File: src/sv/timer_prescaler_reload_solver_macros.svh
// Assertion macros shared by the timer setting solver RTL.
`ifndef TIMER_PRESCALER_RELOAD_SOLVER_MACROS_SVH
`define TIMER_PRESCALER_RELOAD_SOLVER_MACROS_SVH

`ifndef SYNTHESIS

// Same-cycle implication, checked at every rising edge outside reset.
`define TPRS_ASSERT_IMPL(label, clk, rst, ante, cons) \
  label: assert property (@(posedge clk) disable iff (rst) (ante) |-> (cons)) \
    else $error("timer solver assertion failed");

// Next-cycle implication, checked at every rising edge outside reset.
`define TPRS_ASSERT_NEXT(label, clk, rst, ante, cons) \
  label: assert property (@(posedge clk) disable iff (rst) (ante) |=> (cons)) \
    else $error("timer solver assertion failed");

`else

`define TPRS_ASSERT_IMPL(label, clk, rst, ante, cons)
`define TPRS_ASSERT_NEXT(label, clk, rst, ante, cons)

`endif

`endif

File: src/sv/tprs_pkg.sv
// Types and constants shared by the timer setting solver modules.
package tprs_pkg;

  localparam int unsigned DIV_BITS = 32;
  localparam int unsigned CNT_BITS = $clog2(DIV_BITS);
  localparam logic [DIV_BITS-1:0] BASE_CLOCK_RESET = 32'd50000000;

  typedef enum logic [1:0] {
    STATUS_OK          = 2'd0,
    STATUS_UNREACHABLE = 2'd1,
    STATUS_ZERO_FREQ   = 2'd2
  } status_t;

  typedef enum logic [1:0] {
    ST_IDLE,
    ST_DIV_BASE,
    ST_CHECK,
    ST_DIV_STEP
  } state_t;

  // Commands from the controller to the datapath.
  typedef struct packed {
    logic    start_base;
    logic    start_step;
    logic    load_divider;
    logic    load_reload;
    logic    finish;
    status_t result;
  } cmd_t;

  // Status from the datapath to the controller.
  typedef struct packed {
    logic div_done;
    logic reload_over;
    logic presc_full;
    logic tick_zero;
  } stat_t;

endpackage

File: src/sv/tprs_div.sv
// Iterative restoring divider, one quotient bit per cycle.
module tprs_div (
  input  logic                          clk,
  input  logic                          rst,
  input  logic                          start,
  input  logic [tprs_pkg::DIV_BITS-1:0] dividend,
  input  logic [tprs_pkg::DIV_BITS-1:0] divisor,
  output logic                          done,
  output logic [tprs_pkg::DIV_BITS-1:0] quotient
);
  import tprs_pkg::*;

  logic                active;
  logic [CNT_BITS-1:0] count;
  logic [DIV_BITS-1:0] rem;
  logic [DIV_BITS-1:0] quo;
  logic [DIV_BITS-1:0] dsr;
  logic [DIV_BITS:0]   shifted;
  logic [DIV_BITS:0]   diff;
  logic                fits;

  assign shifted  = {rem, quo[DIV_BITS-1]};
  assign diff     = shifted - {1'b0, dsr};
  assign fits     = !diff[DIV_BITS];
  assign quotient = quo;

  always_ff @(posedge clk) begin
    if (rst) begin
      active <= 1'b0;
      done   <= 1'b0;
      count  <= '0;
    end else begin
      done <= 1'b0;
      if (start) begin
        active <= 1'b1;
        count  <= '0;
      end else if (active) begin
        count <= count + CNT_BITS'(1);
        if (count == CNT_BITS'(DIV_BITS - 1)) begin
          active <= 1'b0;
          done   <= 1'b1;
        end
      end
    end
  end

  // The partial remainder never reaches the divisor, so it fits the word.
  always_ff @(posedge clk) begin
    if (start) begin
      rem <= '0;
      quo <= dividend;
      dsr <= divisor;
    end else if (active) begin
      rem <= fits ? diff[DIV_BITS-1:0] : shifted[DIV_BITS-1:0];
      quo <= {quo[DIV_BITS-2:0], fits};
    end
  end

endmodule

File: src/sv/tprs_datapath.sv
// Datapath: clock register, divider, prescaler search registers and result registers.
module tprs_datapath #(
  parameter int unsigned PRESCALER_BITS = 8,
  parameter int unsigned RELOAD_BITS    = 16
) (
  input  logic                          clk,
  input  logic                          rst,
  input  logic                          base_clock_hz_we,
  input  logic [tprs_pkg::DIV_BITS-1:0] base_clock_hz,
  input  logic [tprs_pkg::DIV_BITS-1:0] tick_hz,
  input  tprs_pkg::cmd_t                cmd,
  output tprs_pkg::stat_t               stat,
  output logic                          done,
  output logic [PRESCALER_BITS-1:0]     prescaler_value,
  output logic [RELOAD_BITS-1:0]        reload_value,
  output logic [1:0]                    status
);
  import tprs_pkg::*;

  localparam logic [DIV_BITS:0] RELOAD_MAX =
    (33'd1 << RELOAD_BITS) - 33'd1;

  logic [DIV_BITS-1:0]       base_clk;
  logic [DIV_BITS-1:0]       divider;
  logic [DIV_BITS-1:0]       reload;
  logic [PRESCALER_BITS-1:0] presc;
  logic [PRESCALER_BITS:0]   presc_inc;
  logic [PRESCALER_BITS:0]   step_div;
  logic                      div_start;
  logic [DIV_BITS-1:0]       div_dividend;
  logic [DIV_BITS-1:0]       div_divisor;
  logic                      div_done;
  logic [DIV_BITS-1:0]       div_quo;

  assign presc_inc    = {1'b0, presc} + (PRESCALER_BITS + 1)'(1);
  // A step raises the prescaler by one and divides by the raised value plus one.
  assign step_div     = {1'b0, presc} + (PRESCALER_BITS + 1)'(2);
  assign div_start    = cmd.start_base | cmd.start_step;
  assign div_dividend = cmd.start_base ? base_clk : divider;
  assign div_divisor  = cmd.start_base ? tick_hz : DIV_BITS'(step_div);

  tprs_div u_div (
    .clk      (clk),
    .rst      (rst),
    .start    (div_start),
    .dividend (div_dividend),
    .divisor  (div_divisor),
    .done     (div_done),
    .quotient (div_quo)
  );

  always_comb begin
    stat.div_done    = div_done;
    stat.reload_over = {1'b0, reload} > RELOAD_MAX;
    stat.presc_full  = presc == {PRESCALER_BITS{1'b1}};
    stat.tick_zero   = tick_hz == '0;
  end

  always_ff @(posedge clk) begin
    if (rst) begin
      base_clk <= BASE_CLOCK_RESET;
    end else if (base_clock_hz_we) begin
      base_clk <= base_clock_hz;
    end
  end

  always_ff @(posedge clk) begin
    if (cmd.load_divider) begin
      divider <= div_quo;
      presc   <= '0;
      reload  <= div_quo - DIV_BITS'(1);
    end else begin
      if (cmd.start_step) begin
        presc <= presc_inc[PRESCALER_BITS-1:0];
      end
      if (cmd.load_reload) begin
        reload <= div_quo - DIV_BITS'(1);
      end
    end
  end

  always_ff @(posedge clk) begin
    if (rst) begin
      done <= 1'b0;
    end else begin
      done <= cmd.finish;
    end
  end

  always_ff @(posedge clk) begin
    if (cmd.finish) begin
      status <= cmd.result;
      if (cmd.result == STATUS_OK) begin
        prescaler_value <= presc;
        reload_value    <= reload[RELOAD_BITS-1:0];
      end else begin
        prescaler_value <= '0;
        reload_value    <= '0;
      end
    end
  end

endmodule

File: src/sv/tprs_ctrl.sv
// Controller: sequences the divider through the prescaler search.
module tprs_ctrl (
  input  logic            clk,
  input  logic            rst,
  input  logic            start,
  input  tprs_pkg::stat_t stat,
  output tprs_pkg::cmd_t  cmd,
  output logic            busy
);
  import tprs_pkg::*;

  state_t state;
  state_t state_next;

  always_ff @(posedge clk) begin
    if (rst) begin
      state <= ST_IDLE;
    end else begin
      state <= state_next;
    end
  end

  always_comb begin
    state_next = state;
    case (state)
      ST_IDLE: begin
        if (start && !stat.tick_zero) begin
          state_next = ST_DIV_BASE;
        end
      end
      ST_DIV_BASE, ST_DIV_STEP: begin
        if (stat.div_done) begin
          state_next = ST_CHECK;
        end
      end
      ST_CHECK: begin
        if (stat.reload_over && !stat.presc_full) begin
          state_next = ST_DIV_STEP;
        end else begin
          state_next = ST_IDLE;
        end
      end
      default: state_next = ST_IDLE;
    endcase
  end

  always_comb begin
    cmd        = '0;
    cmd.result = STATUS_OK;
    busy       = state != ST_IDLE;
    case (state)
      ST_IDLE: begin
        if (start) begin
          if (stat.tick_zero) begin
            cmd.finish = 1'b1;
            cmd.result = STATUS_ZERO_FREQ;
          end else begin
            cmd.start_base = 1'b1;
          end
        end
      end
      ST_DIV_BASE: cmd.load_divider = stat.div_done;
      ST_DIV_STEP: cmd.load_reload  = stat.div_done;
      ST_CHECK: begin
        if (stat.reload_over && !stat.presc_full) begin
          cmd.start_step = 1'b1;
        end else begin
          cmd.finish = 1'b1;
          cmd.result = stat.reload_over ? STATUS_UNREACHABLE : STATUS_OK;
        end
      end
      default: cmd = '0;
    endcase
  end

endmodule

File: src/sv/timer_prescaler_reload_solver.sv
// Top level of the timer setting solver: controller plus datapath.
// A zero tick_hz gives its result in the cycle after it is accepted. Otherwise the
// base division runs and its result is checked, and each prescaler step repeats the
// division and the check until the reload fits or the prescaler is full.
// The shared 32-bit divider computes one quotient bit per clock; one item
// is in flight at a time and busy stays high until its result is produced.
// Reset clears the controller and restores base_clock_hz to 50 MHz; results cannot be stalled.
`include "timer_prescaler_reload_solver_macros.svh"

module timer_prescaler_reload_solver #(
  parameter int unsigned PRESCALER_BITS = 8,
  parameter int unsigned RELOAD_BITS    = 16
) (
  input  logic                          clk,
  input  logic                          rst,
  input  logic                          base_clock_hz_we,
  input  logic [tprs_pkg::DIV_BITS-1:0] base_clock_hz,
  input  logic                          start,
  input  logic [tprs_pkg::DIV_BITS-1:0] tick_hz,
  output logic                          busy,
  output logic                          done,
  output logic [PRESCALER_BITS-1:0]     prescaler_value,
  output logic [RELOAD_BITS-1:0]        reload_value,
  output logic [1:0]                    status
);
  import tprs_pkg::*;

  cmd_t  cmd;
  stat_t stat;

  // The controller walks the prescaler upward one step per division until the
  // reload fits or the prescaler runs out; the datapath holds all the numbers.
  tprs_ctrl u_ctrl (
    .clk   (clk),
    .rst   (rst),
    .start (start),
    .stat  (stat),
    .cmd   (cmd),
    .busy  (busy)
  );

  tprs_datapath #(
    .PRESCALER_BITS (PRESCALER_BITS),
    .RELOAD_BITS    (RELOAD_BITS)
  ) u_dp (
    .clk              (clk),
    .rst              (rst),
    .base_clock_hz_we (base_clock_hz_we),
    .base_clock_hz    (base_clock_hz),
    .tick_hz          (tick_hz),
    .cmd              (cmd),
    .stat             (stat),
    .done             (done),
    .prescaler_value  (prescaler_value),
    .reload_value     (reload_value),
    .status           (status)
  );

  // An error result always carries cleared settings.
  `TPRS_ASSERT_IMPL(a_err_zero, clk, rst, done && (status != STATUS_OK), (prescaler_value == '0) && (reload_value == '0))
  // A zero tick frequency is answered in the very next cycle.
  `TPRS_ASSERT_NEXT(a_zero_fast, clk, rst, start && !busy && (tick_hz == '0), done && (status == STATUS_ZERO_FREQ))
  // A nonzero tick frequency starts a search.
  `TPRS_ASSERT_NEXT(a_search_busy, clk, rst, start && !busy && (tick_hz != '0), busy && !done)

endmodule
File: config.mk
export PLATFORM = sky130hd
export DESIGN_NAME = timer_prescaler_reload_solver
export DESIGN_NICKNAME = d
export VERILOG_FILES = /design/src/sv/tprs_pkg.sv /design/src/sv/tprs_div.sv /design/src/sv/tprs_datapath.sv /design/src/sv/tprs_ctrl.sv /design/src/sv/timer_prescaler_reload_solver.sv
export VERILOG_INCLUDE_DIRS = /design/src /design/src/sv
export SDC_FILE = /design/constraint.sdc
export NUM_CORES = 1
export LEC_CHECK = 0
export BUFFER_PORTS_ARGS = -buffer_cell sky130_fd_sc_hd__buf_2
export CAP_MARGIN = 5
export CORE_MARGIN = 2
export CORE_UTILIZATION = 50
export CTS_BUF_LIST = sky130_fd_sc_hd__clkbuf_8
export DETAILED_ROUTE_END_ITERATION = 6
export GPL_ROUTABILITY_DRIVEN = 0
export PLACE_DENSITY_LB_ADDON = 0.25
export SYNTH_ARGS = -nofsm -noshare
export SYNTH_HDL_FRONTEND = slang
export SYNTH_SLANG_ARGS = --single-unit
export TNS_END_PERCENT = 5
File: constraint.sdc
create_clock -name clk -period 9.9 [get_ports clk]
set_clock_uncertainty 0.15 [all_clocks]
set_input_delay 0.495 -clock clk [delete_from_list [all_inputs] [get_ports clk]]
set_output_delay 0.495 -clock clk [all_outputs]
set_load 0.005 [all_outputs]
==> results.py, run 1 <==
metrics = {
    "sta": {
        "min_period_over_period": 0.4025,
        "rsz0062_at_grt": "false",
        "setup_viol": 0,
        "max_slew.worst_pin.slew_ns": 1.152,
        "max_slew_margin": 0.2300,
        "hold_slack_ns": 0.02832,
        "max_clock_freq_mhz": 251.0,
        "tns_ns": 0,
        "final_max_slew_viol_count": 0,
        "hold_violations": 0,
        "post-route-min-period_ns": 3.985,
    },
    "critical_path": {
        "rr_worst_depth": 13,
        "worstPathRequired_ns": 10.24,
        "crit_end": "u_dp.u_div.rem[0]",
        "worstReg2RegEnd": "u_dp.u_div.rem[0]",
        "critPathCaptureType": "flip-flop",
        "cp.arrival_ns": 4.33,
        "ff2ff_setup_slack_ns": 5.92,
        "r2r_start": "u_dp.u_div.quotient[31]",
        "cpPeakStageDelay_ns": 0.47,
        "cp_cell_sequence": "inv_1 -> ha_1 -> fa_1 -> nor2b_2 -> o31a_2 -> o21ai_2 -> o31ai_4 -> a21oi_4 -> o31ai_4 -> xnor2_4 -> buf_4 -> mux2_4 -> a21oi_2",
        "start_kind": "flip-flop",
        "path_buf_inv": 2,
        "crit_slowest_cell": "buf_4",
        "crit_fanout": 21,
        "worstSetupPathType": "reg2reg",
        "crit_family": "compound AO/OA/AOI/OAI gates",
        "cpMostUsedCell": "o31ai_4",
        "cp.depth": 13,
        "cp-startpoint": "u_dp.u_div.quotient[31]",
    },
    "final_layout": {
        "nets": 1287,
        "fin_cells": 1498,
        "finalCoreUtilization": 0.5838,
        "syn2layout_area_growth_pct": 14.53,
        "mostFrequentLayoutCells": "edfxtp_1 (154), buf_2 (95), nand2_1 (86)",
        "drive_gt1_frac": 0.1517,
        "layout_commonest_cell": "edfxtp_1",
        "antennaDiodeCount": 0,
    },
    "synthesis": {
        "syn-num-nets": 1172,
        "synth_warnings": 0,
        "synth_area_um2": 11580,
        "synth-seq-area-share": 0.5413,
        "synth_edf_count": 154,
        "postSynthCellCount": 1066,
        "synth.avg_cell_area_um2": 10.86,
        "async_reset_ff_frac": 0,
        "yosys_register_bits": 236,
        "ys_types": 63,
        "ys.flop_type": "edfxtp_1",
    },
    "die": {
        "die_area_um2": 24390,
        "ioPinCount": 96,
        "core-area_um2": 22710,
        "die_h_um": 156.2,
        "initial_core_util": 0.5098,
        "rows": 55,
        "die_w_um": 156.2,
    },
    "route": {
        "drtAntennaViolNets": 0,
        "drt_iter0_drc": 408,
        "dr_total_vias": 7994,
        "drt-total-wl_um": 23020,
        "avgViaCountPerCell": 5.336,
        "route.detailed.drc": 0,
        "wire_per_inst_um": 15.37,
        "dr.pass1.iters": 5,
    },
    "global_route": {
        "grt_usage": 0.1903,
        "grt_pass1_vias": 7689,
        "grt_overflow": 0,
        "grt_pass1_wl_um": 37230,
        "antenna_found_initial": 0,
        "grt_max_degree": 105,
    },
    "clock_network": {
        "cts_tree": "yes",
        "cts_sinks": 236,
        "cts-root-buf": "clkbuf_8",
        "numCtsBuffers": 40,
        "clock_latency_ns": 0.55,
        "post_cts_buffers": 0,
        "cts_buffer_depth": 3,
        "ctsResizeCount": 0,
        "clk_pin_slew_ns": 0.06,
        "hold_buffers": 16,
        "cts_max_level": 2,
    },
    "power_and_ir_drop": {
        "finalPower_mw": 2.722,
        "p_leak_nw": 5.146,
        "vdd_drop_max_mv": 0.1303,
        "power_density_nw_per_um2": 205.3,
    },
    "status": {
        "status": "completed",
    },
    "placed_design": {
        "dp.cells": 1408,
        "dp_hpwl_um": 15460,
        "portBuffers": 95,
    },
    "flow_run": {
        "max-cap-violations": 0,
    },
    "worst_hold_path": {
        "hp-class": "in2reg",
    },
}
[stage by stage]
| stage | area (um^2) | worst slack (ns) |
|---|---|---|
| 6_report | 13260 | 5.915 |
| 2_1_floorplan | 11580 | 6.040 |
| 4_1_cts | 13260 | 5.912 |
| 3_5_place_dp | 12290 | 5.606 |
| 5_1_grt | 13260 | 5.768 |
| 3_3_place_gp | 12290 | 5.639 |
[logic make-up (layout without fill, tap and decap cells)]
family,after synthesis,after routing,share of synthesized area
AOI/OAI and AO/OA,218,218,0.1176
xor gates and xnor gates,68,68,0.05307
adders and majority gates,38,38,0.04172
buffers and inverters,102,249,0.03523
DFF,236,236,0.5413
muxes,83,83,0.07274
and+or+nand+nor,321,321,0.1384
[cell type report]
class                      count  area (um^2)
inverter                      56        210.2
clock inverter                27        162.7
timing repair buffer         119        695.7
clock buffer                  47        646.9
sequential                   236         6267
tap                          285        356.6
fill                        1919         9452
multi-input combinational    728         4918
[Yosys cell counts, drive strengths merged, types with 19 or more instances]
master / instances / area share
dfxtp: 82 / 0.14
xor2: 30 / 0.023
and2: 48 / 0.026
a21oi: 55 / 0.025
inv: 55 / 0.018
ha: 37 / 0.040
mux2i: 80 / 0.069
nor2: 65 / 0.021
nor2b: 19 / 0.010
o21ai: 88 / 0.039
nand2: 86 / 0.028
clkbuf: 39 / 0.013
nand3: 21 / 0.0095
xnor2: 38 / 0.030
edfxtp: 154 / 0.40
nor3: 25 / 0.011
nor4: 20 / 0.011
[where the power goes]
group | internal, mW | switching, mW | leakage (nW)
Clock | 0.467 | 0.395 | 0.481
Combinational | 0.288 | 0.363 | 2.56
Sequential | 1.14 | 0.0676 | 2.11
Total | 1.90 | 0.826 | 5.15
[worst min-delay path, cell delays in order]
cell	delay [ns]
buf_2	0.08
mux2i_1	0.05
nor2_1	0.07
[registers in the layout (all words and copies together) (netlist names), 2 cells and up]
register,flops
u_ctrl.state,2
u_dp.base_clk,32
u_dp.divider,32
u_dp.presc,8
u_dp.prescaler_value,8
u_dp.reload,32
u_dp.reload_value,16
u_dp.status,2
u_dp.u_div.count,5
u_dp.u_div.dsr,32
u_dp.u_div.quotient,32
u_dp.u_div.rem,32
[layer usage]
layer | vias to the layer above | wire length [um] | global-route usage
met4 | 0 | 406 | 0.06553
met1 | 3732 | 11130 | 0.2596
met5 | - | 0 | 0
li1 | 4062 | - | -
met2 | 168 | 10410 | 0.3091
met3 | 32 | 1075 | 0.03222
[worst min-delay path by stage]
stage                           start                 end  depth (start not counted)  slack, ns
2_1_floorplan      u_dp.u_div.rem[25]  u_dp.u_div.rem[25]                          2       0.30
3_3_place_gp   u_dp.u_div.quotient[1]     u_dp.divider[1]                          0       0.32
3_5_place_dp   u_dp.u_div.quotient[1]     u_dp.divider[1]                          0       0.31
4_1_cts             base_clock_hz[27]   u_dp.base_clk[27]                          3      0.003
5_1_grt              base_clock_hz[3]    u_dp.base_clk[3]                          3       0.01
6_report            base_clock_hz[10]   u_dp.base_clk[10]                          3       0.03
No activity file was read; power rests on OpenSTA's default activity.
==> run 2: changes to the inputs <==
--- a/config.mk
+++ b/config.mk
@@ -6,6 +6,7 @@
 export SDC_FILE = /design/constraint.sdc
 export NUM_CORES = 1
 export LEC_CHECK = 0
+export ABC_AREA = 1
 export BUFFER_PORTS_ARGS = -buffer_cell sky130_fd_sc_hd__buf_2
 export CAP_MARGIN = 5
 export CORE_MARGIN = 2
==> constraint.sdc (replaced) <==
create_clock -name clk -period 4.1 [get_ports clk]
set_clock_uncertainty 0.15 [all_clocks]
set_input_delay 0.205 -clock clk [delete_from_list [all_inputs] [get_ports clk]]
set_output_delay 0.205 -clock clk [all_outputs]
set_load 0.005 [all_outputs]
==> run 2 against run 1 <==
Net effect: total power grew 97%; sequential share of layout area down 5.5 points; sequential cell count is the same; critical endpoint is now u_dp.u_div.quotient[27]; via count increased by 35%; area after synthesis increased by 10%; non-clock buffer count up 53; count of clock-buffer cells in the layout is 4 lower; largest power group unchanged; global-route usage up 4.6 points; highest routed layer unchanged; clock power increased by 130%; die area is 10% higher; first-iteration DRC count rose by 110%.
==> results.py, run 2 <==
metrics = {
    "status": {
        "status": "completed",
    },
    "clock_network": {
        "cts_buffer_depth": 3,
        "cts_sinks": 236,
        "post_cts_buffers": 0,
        "clock_latency_ns": 0.57,
        "cts_max_level": 2,
        "clk_pin_slew_ns": 0.06,
        "cts_tree": "yes",
        "cts-root-buf": "clkbuf_8",
        "numCtsBuffers": 40,
    },
    "sta": {
        "rsz0062_at_grt": "false",
        "setup_viol": 0,
        "tns_ns": 0,
        "min_period_over_period": 0.7507,
        "hold_violations": 0,
        "max_slew_margin": 0.1789,
        "max_slew.worst_pin.slew_ns": 1.230,
        "post-route-min-period_ns": 3.078,
        "max_clock_freq_mhz": 324.9,
        "hold_slack_ns": 0.04161,
        "final_max_slew_viol_count": 0,
    },
    "synthesis": {
        "synth_top_cell_area_share": 0.3622,
        "synth.most_common_cell": "nand2_1",
        "yosys_register_bits": 236,
        "yosys.area_share.simple": 0.2842,
        "synth-seq-area-share": 0.4907,
        "async_reset_ff_frac": 0,
        "synthMuxAreaShare": 0,
        "synth_compound_area_frac": 0.04655,
        "ys.flop_type": "edfxtp_1",
        "synth_warnings": 0,
        "ys_types": 43,
        "synth_top_family_by_area": "simple AND/OR/NAND/NOR gates",
        "ys_top_cells_by_count": "nand2_1 (518), inv_1 (314), nor2_1 (182), edfxtp_1 (154), nand3_1 (97)",
        "synth.avg_cell_area_um2": 7.757,
        "synth_edf_count": 154,
        "synth_xor_xnor_area_share": 0.03155,
        "syn-num-nets": 1752,
        "postSynthCellCount": 1646,
        "synth_area_um2": 12770,
        "synth_top_area_cell": "edfxtp_1",
        "synthAdderAreaFrac": 0.03782,
        "synth.area.top_cells": "edfxtp_1 (36%), nand2_1 (15%), dfxtp_1 (13%)",
    },
    "die": {
        "core-area_um2": 25110,
        "die_w_um": 163.8,
        "initial_core_util": 0.5085,
        "ioPinCount": 96,
        "rows": 58,
        "die_h_um": 163.8,
        "die_area_um2": 26830,
    },
    "route": {
        "dr_total_vias": 10801,
        "drt_iter0_drc": 870,
        "avgViaCountPerCell": 4.943,
        "drtAntennaViolNets": 0,
        "drt-total-wl_um": 31030,
        "route.detailed.drc": 0,
        "dr.pass1.iters": 5,
        "wire_per_inst_um": 14.20,
    },
    "final_layout": {
        "syn2layout_area_growth_pct": 17.38,
        "finalCoreUtilization": 0.5969,
        "layout_commonest_cell": "nand2_1",
        "drive_gt1_frac": 0.09919,
        "fin_area_um2": 14990,
        "mostFrequentLayoutCells": "nand2_1 (518), inv_1 (336), nor2_1 (181)",
        "antennaDiodeCount": 0,
        "nets": 1929,
    },
    "global_route": {
        "grt_max_degree": 44,
        "grt_usage": 0.2365,
        "grt_pass1_wl_um": 50620,
        "grt_overflow": 0,
        "grt_pass1_vias": 10483,
        "antenna_found_initial": 0,
    },
    "power_and_ir_drop": {
        "p_leak_nw": 7.291,
        "power_density_nw_per_um2": 358.2,
        "vdd_drop_max_mv": 0.3073,
        "finalPower_mw": 5.368,
    },
    "critical_path": {
        "worstPathRequired_ns": 4.20,
        "ff2ff_setup_slack_ns": 1.14,
        "cp.arrival_ns": 3.18,
        "critPathCaptureType": "flip-flop",
        "cp-startpoint": "tick_hz[13]",
        "worstSetupPathType": "in2reg",
        "start_kind": "input pin",
        "crit_end": "u_dp.u_div.quotient[27]",
        "worstReg2RegEnd": "u_dp.u_div.quotient[13]",
        "rr_worst_depth": 8,
        "crit_fanout": 33,
        "r2r_start": "u_dp.presc[0]",
    },
    "placed_design": {
        "dp_hpwl_um": 21220,
        "portBuffers": 95,
        "placed_cell_area_um2": 13520,
    },
    "worst_hold_path": {
        "hp-start": "base_clock_hz_we",
        "hp-class": "in2reg",
    },
    "flow_run": {
        "max-cap-violations": 0,
    },
}
-- run 2: changes by cell type in the layout (fill, tap and decap cells not counted), moves of 18 or more --
| cell | before | now |
|---|---|---|
| a21oi_1 | 53 | 27 |
| and2_1 | 47 | 5 |
| dlygate4sd3_1 | 16 | 70 |
| inv_1 | 70 | 336 |
| mux2i_1 | 80 | 0 |
| nand2_1 | 86 | 518 |
| nand3_1 | 20 | 97 |
| nor2_1 | 63 | 181 |
| nor2b_1 | 18 | 0 |
| o211ai_1 | 2 | 25 |
| o21ai_0 | 75 | 38 |
| xnor2_1 | 37 | 13 |
-- run 2: repair_timing --
action	CTS	global route
gates resized for setup	0	0
hold endpoints to repair	66	0
setup endpoints to repair	0	0
hold buffers	70	0
-- run 2: worst min path at each step --
stage	end	slack, ns	cells after the start
2_1_floorplan	u_dp.done	0.12	1
3_3_place_gp	u_dp.base_clk[13]	0.27	3
3_5_place_dp	u_dp.base_clk[23]	0.27	3
4_1_cts	u_dp.base_clk[14]	0.02	3
5_1_grt	u_dp.base_clk[22]	0.06	3
6_report	u_dp.base_clk[23]	0.04	3
-- run 2: worst max-delay path: stages --
cell,delay (ns)
dlygate4sd3_1,0.53
buf_2,0.13
nor4_1,0.59
nand3_1,0.21
o21ai_2,0.20
nand2_2,0.33
nor2_4,0.17
buf_4,0.38
inv_1,0.09
buf_4,0.27
-- run 2: cell type report --
class	instances	area [um^2]
Inverter	318	1194
Tap cell	330	412.9
Multi-Input combinational cell	1055	5120
Fill cell	2285	10120
Timing Repair Buffer	172	1229
Clock buffer	43	591.8
Sequential cell	236	6266
Clock inverter	31	175.2
-- run 2: through the flow --
step	instances	setup WS, ns
2_1_floorplan	1646	1.464
3_3_place_gp	2041	1.159
3_5_place_dp	2041	1.046
4_1_cts	2185	1.066
5_1_grt	2185	0.8762
6_report	2185	1.022
-- run 2: where the power goes --
| group | total (mW) | switching (mW) | internal (mW) |
|---|---|---|---|
| logic | 0.597 | 0.375 | 0.222 |
| clock network | 2.01 | 0.968 | 1.04 |
| registers | 2.76 | 0.0858 | 2.67 |
-- run 2: cell families after synthesis --
logic type,Yosys count
AND/OR/NAND/NOR,869
buffers and inverters,355
flip-flops,236
AO/OA/AOI/OAI,102
XOR/XNOR,46
adder cells (fa/ha/maj),38
-- run 2: per-layer routing --
layer | global-route usage | vias up | wire length [um]
li1 | - | 5493 | -
met4 | 0.08573 | 0 | 931
met2 | 0.4173 | 295 | 15060
met1 | 0.2939 | 4950 | 13480
met3 | 0.03611 | 63 | 1568
met5 | 0 | - | 0
